==> src/rtl/acpr_pkg.sv <==
// ----------------------------------------------------------------------------
// acpr_pkg
// Shared types and constants for the attribute cell palette renderer.
// ----------------------------------------------------------------------------
package acpr_pkg;

  localparam int PAL_DEPTH = 64;
  localparam int PAL_AW    = 6;
  localparam int ENTRY_W   = 8;
  localparam int RGB_W     = 24;
  localparam int LANES     = 8;

  // command codes
  localparam logic CMD_RENDER = 1'b0;
  localparam logic CMD_WRITE  = 1'b1;

  // request word: one cell row or one palette write
  typedef struct packed {
    logic       cmd;
    logic [7:0] pixel_byte;
    logic [7:0] attr_byte;
    logic [5:0] pal_index;
    logic [7:0] pal_value;
  } req_word_t;

  // result word: eight pixel colours, leftmost first
  typedef struct packed {
    logic [23:0] pixel0_rgb;
    logic [23:0] pixel1_rgb;
    logic [23:0] pixel2_rgb;
    logic [23:0] pixel3_rgb;
    logic [23:0] pixel4_rgb;
    logic [23:0] pixel5_rgb;
    logic [23:0] pixel6_rgb;
    logic [23:0] pixel7_rgb;
  } rsp_word_t;

endpackage

==> src/rtl/acpr_ram.sv <==
// ----------------------------------------------------------------------------
// acpr_ram
// Generic RAM, one write port and two registered read ports.
// ----------------------------------------------------------------------------
module acpr_ram #(
  parameter int WIDTH = 8,
  parameter int DEPTH = 64
) (
  input  logic                     clk,
  input  logic                     wr_en,
  input  logic [$clog2(DEPTH)-1:0] wr_addr,
  input  logic [WIDTH-1:0]         wr_data,
  input  logic                     rd_en,
  input  logic [$clog2(DEPTH)-1:0] rd_addr_a,
  input  logic [$clog2(DEPTH)-1:0] rd_addr_b,
  output logic [WIDTH-1:0]         rd_data_a,
  output logic [WIDTH-1:0]         rd_data_b
);

  logic [WIDTH-1:0] mem [DEPTH];

  // write port
  always_ff @(posedge clk) begin
    if (wr_en) begin
      mem[wr_addr] <= wr_data;
    end
  end

  // registered read ports
  always_ff @(posedge clk) begin
    if (rd_en) begin
      rd_data_a <= mem[rd_addr_a];
      rd_data_b <= mem[rd_addr_b];
    end
  end

endmodule

==> src/rtl/acpr_expand.sv <==
// ----------------------------------------------------------------------------
// acpr_expand
// Turns one palette entry into a 24-bit colour, with the default grid
// palette standing in for entries never written.
// ----------------------------------------------------------------------------
module acpr_expand (
  input  logic [acpr_pkg::ENTRY_W-1:0] entry,
  input  logic                         entry_valid,
  input  logic [acpr_pkg::PAL_AW-1:0]  addr,
  output logic [acpr_pkg::RGB_W-1:0]   rgb
);
  import acpr_pkg::*;

  // default grid: red odd, green even, blue all; black first, white last
  function automatic logic [ENTRY_W-1:0] grid_entry(input logic [PAL_AW-1:0] idx);
    logic [ENTRY_W-1:0] e;
    begin
      e = {idx[3:2], 1'b0, idx[5:4], 1'b1, idx[1:0]};
      if (idx == '0) begin
        e = '0;
      end else if (idx == '1) begin
        e = '1;
      end
      return e;
    end
  endfunction

  logic [7:0] ent;
  logic [2:0] red3;
  logic [2:0] green3;
  logic [2:0] blue3;
  logic [7:0] red8;
  logic [7:0] green8;
  logic [7:0] blue8;

  assign ent = entry_valid ? entry : grid_entry(addr);

  // bit replication of each channel; blue is zero when its two entry bits are zero
  assign red3   = ent[4:2];
  assign green3 = ent[7:5];
  assign blue3  = {ent[1:0], 1'b1};
  assign red8   = {red3, red3, red3[2:1]};
  assign green8 = {green3, green3, green3[2:1]};
  assign blue8  = (ent[1:0] == 2'b00) ? 8'h00 : {blue3, blue3, blue3[2:1]};

  assign rgb = {blue8, green8, red8};

endmodule

==> src/rtl/acpr_lane.sv <==
// ----------------------------------------------------------------------------
// acpr_lane
// One pixel lane: picks ink or paper colour from its bitmap bit.
// ----------------------------------------------------------------------------
module acpr_lane (
  input  logic                       ink_bit,
  input  logic [acpr_pkg::RGB_W-1:0] ink_rgb,
  input  logic [acpr_pkg::RGB_W-1:0] paper_rgb,
  output logic [acpr_pkg::RGB_W-1:0] rgb
);
  import acpr_pkg::*;

  // set bit shows ink, clear bit shows paper
  always_comb begin
    if (ink_bit) begin
      rgb = ink_rgb;
    end else begin
      rgb = paper_rgb;
    end
  end

endmodule

==> src/rtl/attribute_cell_palette_renderer.sv <==
// ----------------------------------------------------------------------------
// attribute_cell_palette_renderer
// A render word passes the palette read and lookup stage registers, then the
// result register. Throughput: one word per cycle unless rsp_stall holds,
// set by the two read ports and the result register; writes give no result.
// Reset: synchronous; clears pipeline valids and the palette valid bits, so
// the default grid palette reads back at once, with no clearing pass.
// ----------------------------------------------------------------------------
module attribute_cell_palette_renderer (
  input  logic                clk,
  input  logic                rst,
  input  logic                req_valid,
  output logic                req_stall,
  input  acpr_pkg::req_word_t req,
  output logic                rsp_valid,
  input  logic                rsp_stall,
  output acpr_pkg::rsp_word_t rsp
);
  import acpr_pkg::*;

  logic                 adv_rsp;
  logic                 adv_s1;
  logic                 accept;
  logic                 is_render;
  logic                 is_write;
  logic [PAL_AW-1:0]    ink_addr;
  logic [PAL_AW-1:0]    paper_addr;

  logic [PAL_DEPTH-1:0] written;
  logic                 s1_valid;
  logic [7:0]           s1_pixels;
  logic [PAL_AW-1:0]    s1_ink_addr;
  logic [PAL_AW-1:0]    s1_paper_addr;
  logic                 s1_ink_ok;
  logic                 s1_paper_ok;
  logic [ENTRY_W-1:0]   ink_entry;
  logic [ENTRY_W-1:0]   paper_entry;
  logic [RGB_W-1:0]     ink_rgb;
  logic [RGB_W-1:0]     paper_rgb;
  logic [RGB_W-1:0]     lane_rgb [LANES];
  rsp_word_t            rsp_next;

  // pipeline flow control
  assign adv_rsp   = !rsp_valid || !rsp_stall;
  assign adv_s1    = !s1_valid || adv_rsp;
  assign req_stall = !adv_s1;
  assign accept    = req_valid && adv_s1;
  assign is_render = accept && (req.cmd == CMD_RENDER);
  assign is_write  = accept && (req.cmd == CMD_WRITE);

  // ink from group*16+ink, paper from group*16+8+paper
  assign ink_addr   = {req.attr_byte[7:6], 1'b0, req.attr_byte[2:0]};
  assign paper_addr = {req.attr_byte[7:6], 1'b1, req.attr_byte[5:3]};

  acpr_ram #(
    .WIDTH(ENTRY_W),
    .DEPTH(PAL_DEPTH)
  ) u_palette (
    .clk      (clk),
    .wr_en    (is_write),
    .wr_addr  (req.pal_index),
    .wr_data  (req.pal_value),
    .rd_en    (is_render),
    .rd_addr_a(ink_addr),
    .rd_addr_b(paper_addr),
    .rd_data_a(ink_entry),
    .rd_data_b(paper_entry)
  );

  // per-entry written marks
  always_ff @(posedge clk) begin
    if (rst) begin
      written <= '0;
    end else if (is_write) begin
      written[req.pal_index] <= 1'b1;
    end
  end

  // lookup stage control
  always_ff @(posedge clk) begin
    if (rst) begin
      s1_valid <= 1'b0;
    end else if (adv_s1) begin
      s1_valid <= is_render;
    end
  end

  // lookup stage payload
  always_ff @(posedge clk) begin
    if (is_render) begin
      s1_pixels     <= req.pixel_byte;
      s1_ink_addr   <= ink_addr;
      s1_paper_addr <= paper_addr;
      s1_ink_ok     <= written[ink_addr];
      s1_paper_ok   <= written[paper_addr];
    end
  end

  acpr_expand u_expand_ink (
    .entry      (ink_entry),
    .entry_valid(s1_ink_ok),
    .addr       (s1_ink_addr),
    .rgb        (ink_rgb)
  );

  acpr_expand u_expand_paper (
    .entry      (paper_entry),
    .entry_valid(s1_paper_ok),
    .addr       (s1_paper_addr),
    .rgb        (paper_rgb)
  );

  // pixel lanes, lane 0 takes bit 7
  for (genvar k = 0; k < LANES; k++) begin : g_lane
    acpr_lane u_lane (
      .ink_bit  (s1_pixels[LANES-1-k]),
      .ink_rgb  (ink_rgb),
      .paper_rgb(paper_rgb),
      .rgb      (lane_rgb[k])
    );
  end

  // merge lanes into the result word
  always_comb begin
    rsp_next.pixel0_rgb = lane_rgb[0];
    rsp_next.pixel1_rgb = lane_rgb[1];
    rsp_next.pixel2_rgb = lane_rgb[2];
    rsp_next.pixel3_rgb = lane_rgb[3];
    rsp_next.pixel4_rgb = lane_rgb[4];
    rsp_next.pixel5_rgb = lane_rgb[5];
    rsp_next.pixel6_rgb = lane_rgb[6];
    rsp_next.pixel7_rgb = lane_rgb[7];
  end

  // result register
  always_ff @(posedge clk) begin
    if (rst) begin
      rsp_valid <= 1'b0;
    end else if (adv_rsp) begin
      rsp_valid <= s1_valid;
    end
  end

  always_ff @(posedge clk) begin
    if (adv_rsp && s1_valid) begin
      rsp <= rsp_next;
    end
  end

endmodule

==> config.mk <==
export PLATFORM = sky130hd
export DESIGN_NAME = attribute_cell_palette_renderer
export DESIGN_NICKNAME = d
export VERILOG_FILES = /design/src/rtl/acpr_pkg.sv /design/src/rtl/acpr_ram.sv /design/src/rtl/acpr_expand.sv /design/src/rtl/acpr_lane.sv /design/src/rtl/attribute_cell_palette_renderer.sv
export SDC_FILE = /design/constraint.sdc
export NUM_CORES = 1
export LEC_CHECK = 0
export ABC_CLOCK_PERIOD_IN_PS = 9700
export BUFFER_PORTS_ARGS = -buffer_cell sky130_fd_sc_hd__buf_2
export CAP_MARGIN = 20
export CORE_UTILIZATION = 40
export CTS_BUF_LIST = sky130_fd_sc_hd__clkbuf_4 sky130_fd_sc_hd__clkbuf_8 sky130_fd_sc_hd__clkbuf_16
export DETAILED_ROUTE_END_ITERATION = 8
export PLACE_DENSITY = 0.54
export SETUP_SLACK_MARGIN = 0.3
export SLEW_MARGIN = 30
export SYNTH_ARGS = -nofsm -noshare
export SYNTH_HDL_FRONTEND = slang
export SYNTH_SLANG_ARGS = --single-unit
export TNS_END_PERCENT = 20
==> constraint.sdc <==
create_clock -name clk -period 9.7 [get_ports clk]
set_input_delay 1.455 -clock clk [delete_from_list [all_inputs] [get_ports clk]]
set_output_delay 1.455 -clock clk [all_outputs]
set_load 0.005 [all_outputs]
## Yosys cells after proc, flatten, opt, wreduce, memory -nomap -nowiden

Memories as Yosys holds them, arrays and structs flattened. A register that Yosys moved wholly into a read port is not among the register bits.
Cells that the tools add are included.

- Register bits after elaboration: 278
- Bits in writable memories: 512
- Input bits: 35
- Output and inout bits: 194
- Word-level logic and storage cells: 62
- Memories: 1

Memory list:

| name | depth | width | rd ports | clocked after Yosys merged registers in | wr ports | line | RTL |
|---|---|---|---|---|---|---|---|
| u_palette.mem | 64 | 8 | 2 | 2 | 1 | acpr_ram.sv:20 | `logic [WIDTH-1:0] mem [DEPTH];` |

- Magnitude comparators: 4
- Equal/unequal tests: 1
- Mux-type cells: 23
- Bitwise operators: 2
- Reductions and logical operators: 15

Operators by type and width:

| operator | count |
|---|---|
| 2-to-1 mux 24 bit | 8 |
| OR 64 bit | 1 |
| 2-to-1 mux 8 bit | 5 |
| less-than comparator 6 x 7 -> 1 bit (second input constant) | 3 |
| 2-to-1 mux 7 bit | 2 |
| logical NOT 6 bit | 2 |
| binary-select mux 1 bit (select 5 bit) | 2 |
| demux 1 bit (select 6 bit) | 1 |
| greater-or-equal comparator 6 x 1 -> 1 bit (second input constant) | 1 |
| equality test 5 bit (second input constant) | 1 |
| logical AND 1 bit | 5 |
| 2-to-1 mux 1 bit | 5 |
| logical NOT 1 bit | 4 |
| logical NOT 2 bit | 2 |
| logical OR 1 bit | 2 |
| NOT 1 bit | 1 |

## Longest topological paths before layout

Gate-level depths: netlist of run 1.

- Depth in word-level cells: 7
- Depth in mapped cells: 5
- Depth with buffers taken out: 3

## Modules after synthesis

From an unflattened synthesis of run 1, not the netlist that was laid out.

- Cells, all modules: 2030
- Area total of the unflattened synthesis: 37343.3 um2

Modules (own cells, without submodules):

| module | times used | cells each | area an instance (um2) | seq. area each (um2) |
|---|---|---|---|---|
| acpr_ram | 1 | 1211 | 24434.7 | 15855.2 |
| attribute_cell_palette_renderer | 1 | 541 | 9237.6 | 7627.3 |
| acpr_lane | 8 | 27 | 396.6 | 0.0 |
| acpr_expand | 2 | 31 | 249.0 | 0.0 |

## Worst setup path before layout of run 1

No wires, ideal clock.

- Kind: input to register
- Start point: input rsp_stall
- End point: register rsp[101] (netlist bit), enable pin
- Setup time: 611 ps
- Data arrival time: 6697 ps
- Data required time: 9089 ps
- Slack: 2392 ps
- Stages on the path: 1
- Buffers on the path: 0
- Cells stage by stage: a21boi_0

- Word-level cells in the longest chain between the ends: 3

RTL lines:

| item | line | RTL |
|---|---|---|
| start, declared | attribute_cell_palette_renderer.sv:16 | `input logic rsp_stall,` |
| logical NOT 1 bit | attribute_cell_palette_renderer.sv:44 | `assign adv_rsp = !rsp_valid \|\| !rsp_stall;` |
| logical OR 1 bit | attribute_cell_palette_renderer.sv:44 |  |
| logical AND 1 bit | attribute_cell_palette_renderer.sv:145 | `if (adv_rsp && s1_valid) begin` |
| end signal, assigned | attribute_cell_palette_renderer.sv:146 | `rsp <= rsp_next;` |
| end, declared | attribute_cell_palette_renderer.sv:17 | `output acpr_pkg::rsp_word_t rsp` |

Every way passes these cells.
A chain may end at the register's enable or synchronous reset.

==> impl_metrics.env, run 1 <==
export IMPL_num_cts_buffers=73
export IMPL_initial_utilization_pct=40.5
export IMPL_finalMaxSlewViolations=0
export IMPL_timing_hold_violations_final=0
export IMPL_design_portCount=229
export IMPL_yosys_warnings=0
export IMPL_final_nets=1647
export IMPL_worst_slew_margin_rel_pct=31.0
export IMPL_gr_usage_all_layers_pct=19.8
export IMPL_period_minus_slack_ns=3.89
export IMPL_cts_hold_repair_buffers=0
export IMPL_worst_path_max_fanout=38
export IMPL_layout_worst_path_cycle_share_pct=40.2
export IMPL_worstSetupEndpointType="flop"
export IMPL_drt_drc_violations_left=0
export IMPL_max_cap_viol_count=0
export IMPL_drt_wirelength_per_cell_um=26.4
export IMPL_synthesis_area_um2=27800
export IMPL_timing_clock_skew_ns=0.0216
export IMPL_grt_setup_unrepaired="false"
export IMPL_dpl_instance_area_um2=29200
export IMPL_clock_sink_count=684
export IMPL_postRouteWirelength_um=68700
export IMPL_synth_seq_cells=684
export IMPL_fp_dieArea_um2=70400
export IMPL_grt_pass1_vias=14427
export IMPL_timing_setup_critical_path_class="in2reg"
export IMPL_power_per_cell_area_nw_per_um2=202
export IMPL_via_count=14146
export IMPL_floorplan_die_width_um=265
export IMPL_std_cell_rows=96
export IMPL_drt_iter0_markers=1376
export IMPL_dpl_worst_slack_ns=5.05
export IMPL_fin_worst_hold_slack_ns=0.455
export IMPL_h_tree_depth=3
export IMPL_synth_seq_area_share_pct=71.6
export IMPL_grt_first_pass_wirelength_um=101000
export IMPL_fmax_ghz=0.257
export IMPL_port_buffers=228
export IMPL_fin_tns_setup_ns=0
export IMPL_post_cts_resized_instances=0
export IMPL_design_area_um2=31800
export IMPL_crit_arrival_ns=4.23
export IMPL_antenna_left=0
export IMPL_min_path_type="reg2reg"
export IMPL_synth_cells=1508
export IMPL_firstDrtPassIters=5
export IMPL_layout_core_utilization_pct=46.4
export IMPL_antenna_found_initial=4
export IMPL_cts_tree="done"
export IMPL_total_gr_overflow=0
export IMPL_clock_input_transition_at_the_sequential_cells_of_the_worst_setup_and_hold_paths_ns=0.06
export IMPL_report_final_setup_viol=0
export IMPL_crit_required_ns=10.04
export IMPL_worstMarginPinSlew_ns=1.03
export IMPL_post_cts_buffers=0
export IMPL_synth_lib_cells_used_distinct=31
export IMPL_design_core_area_um2=68600
export IMPL_drive_gt1_share_pct=38.0
export IMPL_postSynthNetCount=1543
export IMPL_place_hpwl_um=42300
export IMPL_power_leakage_nw=10.4
export IMPL_grt_max_degree=75
export IMPL_postSynthAreaPerCell_um2=18.4
export IMPL_run_status="finished, final reports clean"
export IMPL_clock_tree_root_cell="clkbuf_16"
export IMPL_crit_path_launch_type="primary input"
export IMPL_drt_vias_per_instance=5.44
export IMPL_clk_insertion_delay_late_ns=0.61
export IMPL_area_grow_syn2layout_pct=14.6
export IMPL_finalWeightedCongestion=0.756
export IMPL_layout_setup_ws_ns=5.81
export IMPL_cts_buffer_depth=3
export IMPL_ir_worst_vdd_uv=124
export IMPL_dieHeight_um=265
==> Yosys cell counts <==
| cell type | n | area share, % |
|---|---|---|
| edfxtp_1 | 618 | 67 |
| o31ai_1 | 1 | 0.027 |
| nor2_1 | 77 | 1.0 |
| or3_1 | 1 | 0.023 |
| buf_6 | 14 | 0.57 |
| and2_1 | 1 | 0.023 |
| nand3b_1 | 4 | 0.11 |
| nor3b_1 | 3 | 0.081 |
| nand2b_1 | 9 | 0.20 |
| buf_2 | 3 | 0.054 |
| a21boi_0 | 1 | 0.027 |
| a21oi_1 | 66 | 1.2 |
| mux2i_1 | 13 | 0.47 |
| buf_4 | 122 | 3.3 |
| mux2_2 | 23 | 0.93 |
| nand4b_1 | 1 | 0.032 |
| or3b_2 | 2 | 0.063 |
| nor3_1 | 55 | 0.99 |
| nand4_1 | 1 | 0.023 |
| mux4_2 | 180 | 15 |
| nand3_1 | 3 | 0.054 |
| or2_2 | 5 | 0.11 |
| buf_1 | 18 | 0.24 |
| dfxtp_1 | 66 | 4.8 |
| clkbuf_1 | 72 | 0.97 |
| or4_1 | 1 | 0.027 |
| inv_1 | 66 | 0.89 |
| o32ai_1 | 64 | 2.0 |
| o31a_1 | 1 | 0.032 |
| nor2b_1 | 2 | 0.045 |
| nand2_1 | 15 | 0.20 |
==> layout make-up <==
cell class | instances | area [um2]
multi-input cells | 529 | 6600
inverters | 66 | 248
repair buffers | 258 | 1450
clock buffers | 97 | 2150
well taps | 931 | 1160
clock inverters | 35 | 319
diodes | 1 | 2.50
fillers | 5763 | 36800
flip-flops and latches | 684 | 19900
==> stage by stage <==
step | instances | total power (W)
floorplan | 1508 | 0.00353
global placement | 2466 | 0.00364
detailed placement | 2466 | 0.00365
CTS | 2598 | 0.00649
global route | 2601 | 0.00663
finish | 2601 | 0.00643
==> metal layers <==
layer  GRT usage [%]  wire, um  vias up
li1                -         -     6111
met1            26.0     28800     7388
met2            33.3     34000      538
met3            3.24      3750      105
met4            7.30      2040        4
met5               0        22        -
==> registers in the layout (all words and copies together) (netlist names) <==
signal	count
u_palette.rd_data_b	8
s1_pixels	8
s1_ink_addr	3
rsp	72
rsp_valid	1
u_palette.mem	512
s1_paper_ok	1
written	64
s1_paper_addr	5
u_palette.rd_data_a	8
s1_ink_ok	1
s1_valid	1
==> power by group <==
group / internal [W] / switching [W]
combinational: 0.000125 / 0.000195
sequential: 0.00324 / 0.0000252
clock: 0.00172 / 0.00112
==> worst max-delay path: stages <==
cell and delay, ns:
buf_4 0.57, buf_4 0.72, mux4_2 0.60, mux4_2 0.53, mux2_2 0.29
==> kinds of logic (layout without fill, tap and decap cells) <==
logic type	count (synthesis)	count (layout)	synth area share, %
AO/OA/AOI/OAI	133	133	3.30
buffers and inverters	295	456	6.03
flip-flops	684	684	71.6
multiplexers	216	216	16.0
other	0	1	0
AND/OR/NAND/NOR	180	180	3.03
==> path summary, 6_finish.rpt <==
kind,slack (ns),depth (start not counted),to,from
hold reg to reg,0.46,2,written[13],written[13]
setup / recovery,5.81,5,u_palette.rd_data_a[7],req[15]
hold / removal,0.46,2,written[13],written[13]
setup reg to reg,7.08,4,u_palette.mem[56][6],rsp_valid
==> cells in the final DEF, fill, tap and decap left out, types with 15 or more instances in the layout <==
cell	synthesis	routed
mux2_2	23	23
nor3_4	0	27
nor2_1	77	67
a21oi_1	66	66
dfxtp_1	66	66
edfxtp_1	618	618
buf_2	3	216
o32ai_1	64	64
nor3_1	55	21
clkbuf_16	0	79
inv_1	66	65
buf_4	122	37
clkinv_1	0	16
nand2_1	15	15
mux4_2	180	180
Note: power is estimated with default switching activity, not from simulation.
==> inputs of run 2 (changes only) <==
--- a/config.mk
+++ b/config.mk
@@ -5,13 +5,13 @@
 export SDC_FILE = /design/constraint.sdc
 export NUM_CORES = 1
 export LEC_CHECK = 0
-export ABC_CLOCK_PERIOD_IN_PS = 9700
+export ABC_CLOCK_PERIOD_IN_PS = 3500
 export BUFFER_PORTS_ARGS = -buffer_cell sky130_fd_sc_hd__buf_2
 export CAP_MARGIN = 20
 export CORE_UTILIZATION = 40
 export CTS_BUF_LIST = sky130_fd_sc_hd__clkbuf_4 sky130_fd_sc_hd__clkbuf_8 sky130_fd_sc_hd__clkbuf_16
 export DETAILED_ROUTE_END_ITERATION = 8
-export PLACE_DENSITY = 0.54
+export PLACE_DENSITY = 0.56
 export SETUP_SLACK_MARGIN = 0.3
 export SLEW_MARGIN = 30
 export SYNTH_ARGS = -nofsm -noshare
==> constraint.sdc (replaced) <==
create_clock -name clk -period 3.5 [get_ports clk]
set_input_delay 0.525 -clock clk [delete_from_list [all_inputs] [get_ports clk]]
set_output_delay 0.525 -clock clk [all_outputs]
set_load 0.005 [all_outputs]
==> run 2 against run 1 <==
Sequential power increased to 2.8 times the previous value. Highest routed layer unchanged. Combinational power grew to 2.8 times the previous value. Wire length decreased by 2.7%. Utilization increased by 0.16 points. Non-clock buffer count rose by 49. Critical path type is now reg2reg. Cell area rose by 0.34%. Largest power group unchanged. Sequential share of layout area fell by 0.21 points.
==> impl_metrics.env, run 2 (synthesis results as in run 1) <==
export IMPL_rr_worst_depth=6
export IMPL_initial_utilization_pct=40.5
export IMPL_seq_power_share_pct=50.7
export IMPL_max_incr_delay_on_cp_ns=0.50
export IMPL_crit_path_cell_trace="nand3_1, nand4_1, buf_4, buf_4, nor3_1, buf_4"
export IMPL_intPower_w=0.0142
export IMPL_fp_dieArea_um2=70400
export IMPL_clock_input_transition_at_the_sequential_cells_of_the_worst_setup_and_hold_paths_ns=0.06
export IMPL_clock_sink_count=684
export IMPL_drt_vias_per_instance=5.38
export IMPL_cts_tree="done"
export IMPL_layout_commonest_cell="edfxtp_1"
export IMPL_grt_first_pass_wirelength_um=97400
export IMPL_std_cell_rows=96
export IMPL_reg2reg_to="u_palette.mem[61][3]"
export IMPL_cts_buffer_depth=3
export IMPL_antenna_found_initial=3
export IMPL_area_grow_syn2layout_pct=15.0
export IMPL_largest_register="u_palette.mem"
export IMPL_h_tree_depth=3
export IMPL_fin_tns_setup_ns=0
export IMPL_fin_worst_hold_slack_ns=0.0964
export IMPL_timing_clock_skew_ns=0.0248
export IMPL_grt_max_degree=65
export IMPL_clock_tree_root_cell="clkbuf_16"
export IMPL_dpl_worst_slack_ns=0.594
export IMPL_post_cts_resized_instances=0
export IMPL_ir_worst_vdd_uv=347
export IMPL_cts_hold_repair_buffers=0
export IMPL_worst_slew_margin_rel_pct=40.6
export IMPL_design_core_area_um2=68600
export IMPL_worst_path_max_fanout=44
export IMPL_antenna_left=0
export IMPL_drt_iter0_markers=1429
export IMPL_hold_start="req[27]"
export IMPL_worstSetupEndpointType="flop"
export IMPL_dpl_instance_area_um2=29400
export IMPL_run_status="finished, final reports clean"
export IMPL_finalMaxSlewViolations=0
export IMPL_layout_worst_path_cycle_share_pct=68.2
export IMPL_timing_setup_critical_path_class="reg2reg"
export IMPL_timing_reg2reg_setup_slack_ns=1.11
export IMPL_crit_path_launch_type="flop"
export IMPL_power_per_cell_area_nw_per_um2=560
export IMPL_power_leakage_nw=10.4
export IMPL_grt_setup_unrepaired="false"
export IMPL_path_common_cell="buf_4"
export IMPL_min_path_type="in2reg"
export IMPL_design_area_um2=31900
export IMPL_largest_register_ffs=512
export IMPL_drive_gt1_share_pct=37.8
export IMPL_clk_insertion_delay_late_ns=0.61
export IMPL_place_hpwl_um=43700
export IMPL_drt_wirelength_per_cell_um=25.2
export IMPL_firstDrtPassIters=5
export IMPL_fmax_ghz=0.419
export IMPL_port_buffers=228
export IMPL_layout_setup_ws_ns=1.11
export IMPL_final_nets=1696
export IMPL_holdPathStages=1
export IMPL_hold_path_endpoint="s1_pixels[5]"
export IMPL_crit_arrival_ns=2.74
export IMPL_num_cts_buffers=73
export IMPL_most_frequent_cells_in_the_layout="edfxtp_1 (618), buf_2 (219), mux4_2 (180)"
export IMPL_combPwrFrac_pct=5.0
export IMPL_dieHeight_um=265
export IMPL_postRouteWirelength_um=66800
export IMPL_power_switching_share_pct=20.6
export IMPL_post_cts_buffers=0
export IMPL_max_cap_viol_count=0
export IMPL_netSwitchingPower_w=0.00368
export IMPL_p_clk_share_pct=44.3
export IMPL_worstMarginPinSlew_ns=0.866
export IMPL_crit_required_ns=3.85
export IMPL_layout_top_registers="u_palette.mem: 512 flops, rsp: 72 flops, written: 64 flops"
export IMPL_total_gr_overflow=0
export IMPL_timing_hold_violations_final=0
export IMPL_source_of_the_worst_register_to_register_timing_path="rsp_valid"
export IMPL_gr_usage_all_layers_pct=19.2
export IMPL_floorplan_die_width_um=265
export IMPL_drt_drc_violations_left=0
export IMPL_via_count=14259
export IMPL_design_portCount=229
export IMPL_report_final_setup_viol=0
export IMPL_finalWeightedCongestion=0.820
export IMPL_grt_pass1_vias=14269
export IMPL_period_minus_slack_ns=2.39
export IMPL_worst_path_max_delay_cell="dfxtp_1"
## run 2: changes by cell type in the layout (fill, tap and decap cells not counted), moves of 2 or more
cell,previous run,this run
clkinvlp_4,3,1
buf_6,3,0
nor3_2,7,1
buf_4,37,79
nor3_4,27,0
clkbuf_4,12,17
buf_12,0,8
clkinv_2,9,5
nor2_1,67,65
nor2_2,10,12
buf_2,216,219
nor3_1,21,54
## run 2: power by group through the flow
| stage | sequential (W) | combinational, W | clock, W |
|---|---|---|---|
| 6_report | 0.00906 | 0.000890 | 0.00792 |
| 5_1_grt | 0.00906 | 0.000963 | 0.00837 |
| 4_1_cts | 0.00906 | 0.000903 | 0.00807 |
| 3_5_place_dp | 0.00923 | 0.000900 | 0 |
| 3_3_place_gp | 0.00923 | 0.000877 | 0 |
| 2_1_floorplan | 0.00919 | 0.000589 | 0 |
## run 2: how the worst max path moves through the flow
stage                    from                      to  slack (ns)
floorplan           rsp_stall                rsp[101]        0.59
global route        rsp_valid    u_palette.mem[61][2]        0.96
CTS                 rsp_valid    u_palette.mem[61][3]        1.10
global placement      req[15]  u_palette.rd_data_a[7]        0.61
detailed placement    req[15]  u_palette.rd_data_a[7]        0.59
finish              rsp_valid    u_palette.mem[61][3]        1.11
## run 2: final cells by class
cell class	count	area, um2
antenna	1	2.50
fill	5772	36700
clock buffer	101	2160
multi-input combinational	529	6250
tap	931	1160
clock inverter	32	329
inverter	66	248
sequential	684	19900
timing repair buffer	307	1880
## run 2: metal layers
metal	track usage (%)	share of wire, %
met4	6.97	2.8
met2	32.2	50
met5	0	0.031
met1	25.3	41
met3	2.81	6.2
## run 2: worst max-delay path: cells and delay by family (launching register included)
kind | cells | cell delay [ns]
buffers and inverters | 3 | 1.00
and+or+nand+nor | 3 | 0.61
DFF | 1 | 0.50
## run 2: per-stage QoR
stage | total power, W | std cells | util [%]
finish | 0.0179 | 2651 | 46.5
global route | 0.0184 | 2650 | 46.5
CTS | 0.0180 | 2650 | 46.5
detailed placement | 0.0101 | 2517 | 42.9
global placement | 0.0101 | 2516 | 42.8
floorplan | 0.00978 | 1508 | -
==> inputs of run 3 (changes only) <==
--- a/config.mk
+++ b/config.mk
@@ -5,13 +5,13 @@
 export SDC_FILE = /design/constraint.sdc
 export NUM_CORES = 1
 export LEC_CHECK = 0
-export ABC_CLOCK_PERIOD_IN_PS = 3500
+export ABC_CLOCK_PERIOD_IN_PS = 2450
 export BUFFER_PORTS_ARGS = -buffer_cell sky130_fd_sc_hd__buf_2
 export CAP_MARGIN = 20
 export CORE_UTILIZATION = 40
 export CTS_BUF_LIST = sky130_fd_sc_hd__clkbuf_4 sky130_fd_sc_hd__clkbuf_8 sky130_fd_sc_hd__clkbuf_16
 export DETAILED_ROUTE_END_ITERATION = 8
-export PLACE_DENSITY = 0.56
+export PLACE_DENSITY = 0.54
 export SETUP_SLACK_MARGIN = 0.3
 export SLEW_MARGIN = 30
 export SYNTH_ARGS = -nofsm -noshare
==> constraint.sdc (replaced) <==
create_clock -name clk -period 2.45 [get_ports clk]
set_input_delay 0.3675 -clock clk [delete_from_list [all_inputs] [get_ports clk]]
set_output_delay 0.3675 -clock clk [all_outputs]
set_load 0.005 [all_outputs]
==> run 3 against run 2 <==
Via count rose by 2.7%. Clock skew fell by 0.0029 ns. First-iteration DRC count fell by 8.3%. Largest power group unchanged. Largest cell class unchanged. Flip-flop and latch count did not move. Critical path depth fell by 1.
==> impl_metrics.env, run 3 (synthesis results as in run 1) <==
export IMPL_drt_vias_per_instance=5.39
export IMPL_worst_slew_margin_rel_pct=36.4
export IMPL_fmax_ghz=0.492
export IMPL_buf_inv_stages_crit_path=2
export IMPL_crit_path_launch_type="flop"
export IMPL_source_of_the_worst_register_to_register_timing_path="rsp_valid"
export IMPL_finalWeightedCongestion=0.781
export IMPL_design_portCount=229
export IMPL_drive_gt1_share_pct=39.1
export IMPL_crit_path_cell_trace="nand3_1, nand4_1, clkbuf_8, nor3_1, buf_4"
export IMPL_clock_sink_count=684
export IMPL_layout_commonest_cell="edfxtp_1"
export IMPL_place_hpwl_um=45500
export IMPL_ir_worst_vdd_uv=444
export IMPL_clock_tree_root_cell="clkbuf_16"
export IMPL_diodes=0
export IMPL_min_path_type="in2reg"
export IMPL_power_leakage_nw=10.8
export IMPL_final_nets=1767
export IMPL_drt_iter0_markers=1310
export IMPL_grt_pass1_vias=14680
export IMPL_fin_worst_hold_slack_ns=0.113
export IMPL_hold_start="req[19]"
export IMPL_power_per_cell_area_nw_per_um2=781
export IMPL_dieHeight_um=265
export IMPL_rr_worst_depth=5
export IMPL_max_incr_delay_on_cp_ns=0.49
export IMPL_worst_path_max_delay_cell="dfxtp_1"
export IMPL_cts_buffer_depth=3
export IMPL_worstMarginPinSlew_ns=0.954
export IMPL_fill_cells=5721
export IMPL_largest_register_ffs=512
export IMPL_via_count=14643
export IMPL_finalMaxSlewViolations=0
export IMPL_fp_dieArea_um2=70400
export IMPL_grt_first_pass_wirelength_um=101000
export IMPL_std_cell_rows=96
export IMPL_crit_required_ns=2.78
export IMPL_worst_path_max_fanout=64
export IMPL_cpLargestDelayFamily="buffers and inverters"
export IMPL_design_core_area_um2=68600
export IMPL_drt_drc_violations_left=0
export IMPL_report_final_setup_viol=0
export IMPL_design_area_um2=32500
export IMPL_grt_setup_unrepaired="false"
export IMPL_total_gr_overflow=0
export IMPL_grt_max_degree=65
export IMPL_layout_worst_path_cycle_share_pct=83.0
export IMPL_antenna_found_initial=4
export IMPL_h_tree_depth=3
export IMPL_run_status="finished, final reports clean"
export IMPL_cts_tree="done"
export IMPL_max_cap_viol_count=0
export IMPL_firstDrtPassIters=5
export IMPL_area_grow_syn2layout_pct=17.1
export IMPL_timing_critical_path_depth=5
export IMPL_gr_usage_all_layers_pct=19.9
export IMPL_worstSetupEndpointType="flop"
export IMPL_clk_insertion_delay_late_ns=0.60
export IMPL_clock_input_transition_at_the_sequential_cells_of_the_worst_setup_and_hold_paths_ns=0.06
export IMPL_floorplan_die_width_um=265
export IMPL_period_minus_slack_ns=2.03
export IMPL_crit_arrival_ns=2.37
export IMPL_most_frequent_cells_in_the_layout="edfxtp_1 (618), buf_2 (225), mux4_2 (180)"
export IMPL_dpl_instance_area_um2=30000
export IMPL_num_cts_buffers=72
export IMPL_layout_top_registers="u_palette.mem: 512 flops, rsp: 72 flops, written: 64 flops"
export IMPL_antenna_left=0
export IMPL_timing_setup_critical_path_class="reg2reg"
export IMPL_holdPathStages=1
export IMPL_timing_clock_skew_ns=0.0219
export IMPL_port_buffers=228
export IMPL_largest_register="u_palette.mem"
export IMPL_drt_wirelength_per_cell_um=25.7
export IMPL_timing_hold_violations_final=0
export IMPL_post_cts_buffers=0
export IMPL_postRouteWirelength_um=69800
export IMPL_critical_path_start="rsp_valid"
export IMPL_initial_utilization_pct=40.5
[run 3: cell count changes in the layout (fill, tap and decap cells not counted), moves of 2 or more]
cell,previous run,this run
buf_12,8,22
buf_2,219,225
buf_4,79,123
clkbuf_16,78,76
clkbuf_4,17,11
clkinv_1,17,14
clkinv_2,5,13
dlygate4sd3_1,0,8
nor2_1,65,77
nor2_2,12,0
[run 3: report_power, final]
part / switching [W] / internal, W
combinational: 0.000778 / 0.000604
clock: 0.00441 / 0.00663
sequential: 0.000102 / 0.0128
total: 0.00529 / 0.0201
[run 3: stage by stage]
stage	util [%]	power (W)	std cells	setup slack [ns]	setup TNS, ns
after floorplan	-	0.0140	1508	0.135	0
after global placement	43.7	0.0146	2581	-0.0958	-0.680
after detailed placement	43.7	0.0146	2581	-0.119	-0.920
after CTS	47.4	0.0256	2718	0.393	0
after global routing	47.4	0.0261	2718	0.309	0
final	47.4	0.0254	2718	0.417	0
[run 3: worst register-to-register path, stage by stage (launching register included)]
cell and delay [ns]:
dfxtp_1 0.49, nand3_1 0.26, nand4_1 0.20, clkbuf_8 0.38, nor3_1 0.21, buf_4 0.23
[run 3: worst paths after layout]
kind / endpoint / slack [ns]
worst max-delay path: u_palette.mem[61][2] / 0.42
worst max register to register: u_palette.mem[61][2] / 0.42
worst min-delay path: s1_paper_addr[2] / 0.11
worst min register to register: written[43] / 0.45
[run 3: what timing repair did]
action                                  4_1_cts  5_1_grt
endpoints found under the setup margin      145       11
hold endpoints to repair                      8        0
hold buffers                                  8        0
gates resized for setup                       1        1
[run 3: final cells by class]
type                       count  area [um2]  area share, %
multi-input combinational    529        6210           19.1
timing repair buffer         379        2580           7.95
inverter                      66         248          0.762
clock buffer                  91        2040           6.28
tap                          931        1160           3.58
sequential                   684       19900           61.2
clock inverter                38         372           1.14
[run 3: layer usage]
layer,global-route usage [%],part of all wire [%],vias to the layer above
met1,27.0,43,7631
met4,6.95,2.6,4
met5,0,0.036,-
met3,3.12,5.9,96
li1,-,-,6329
met2,32.7,49,583
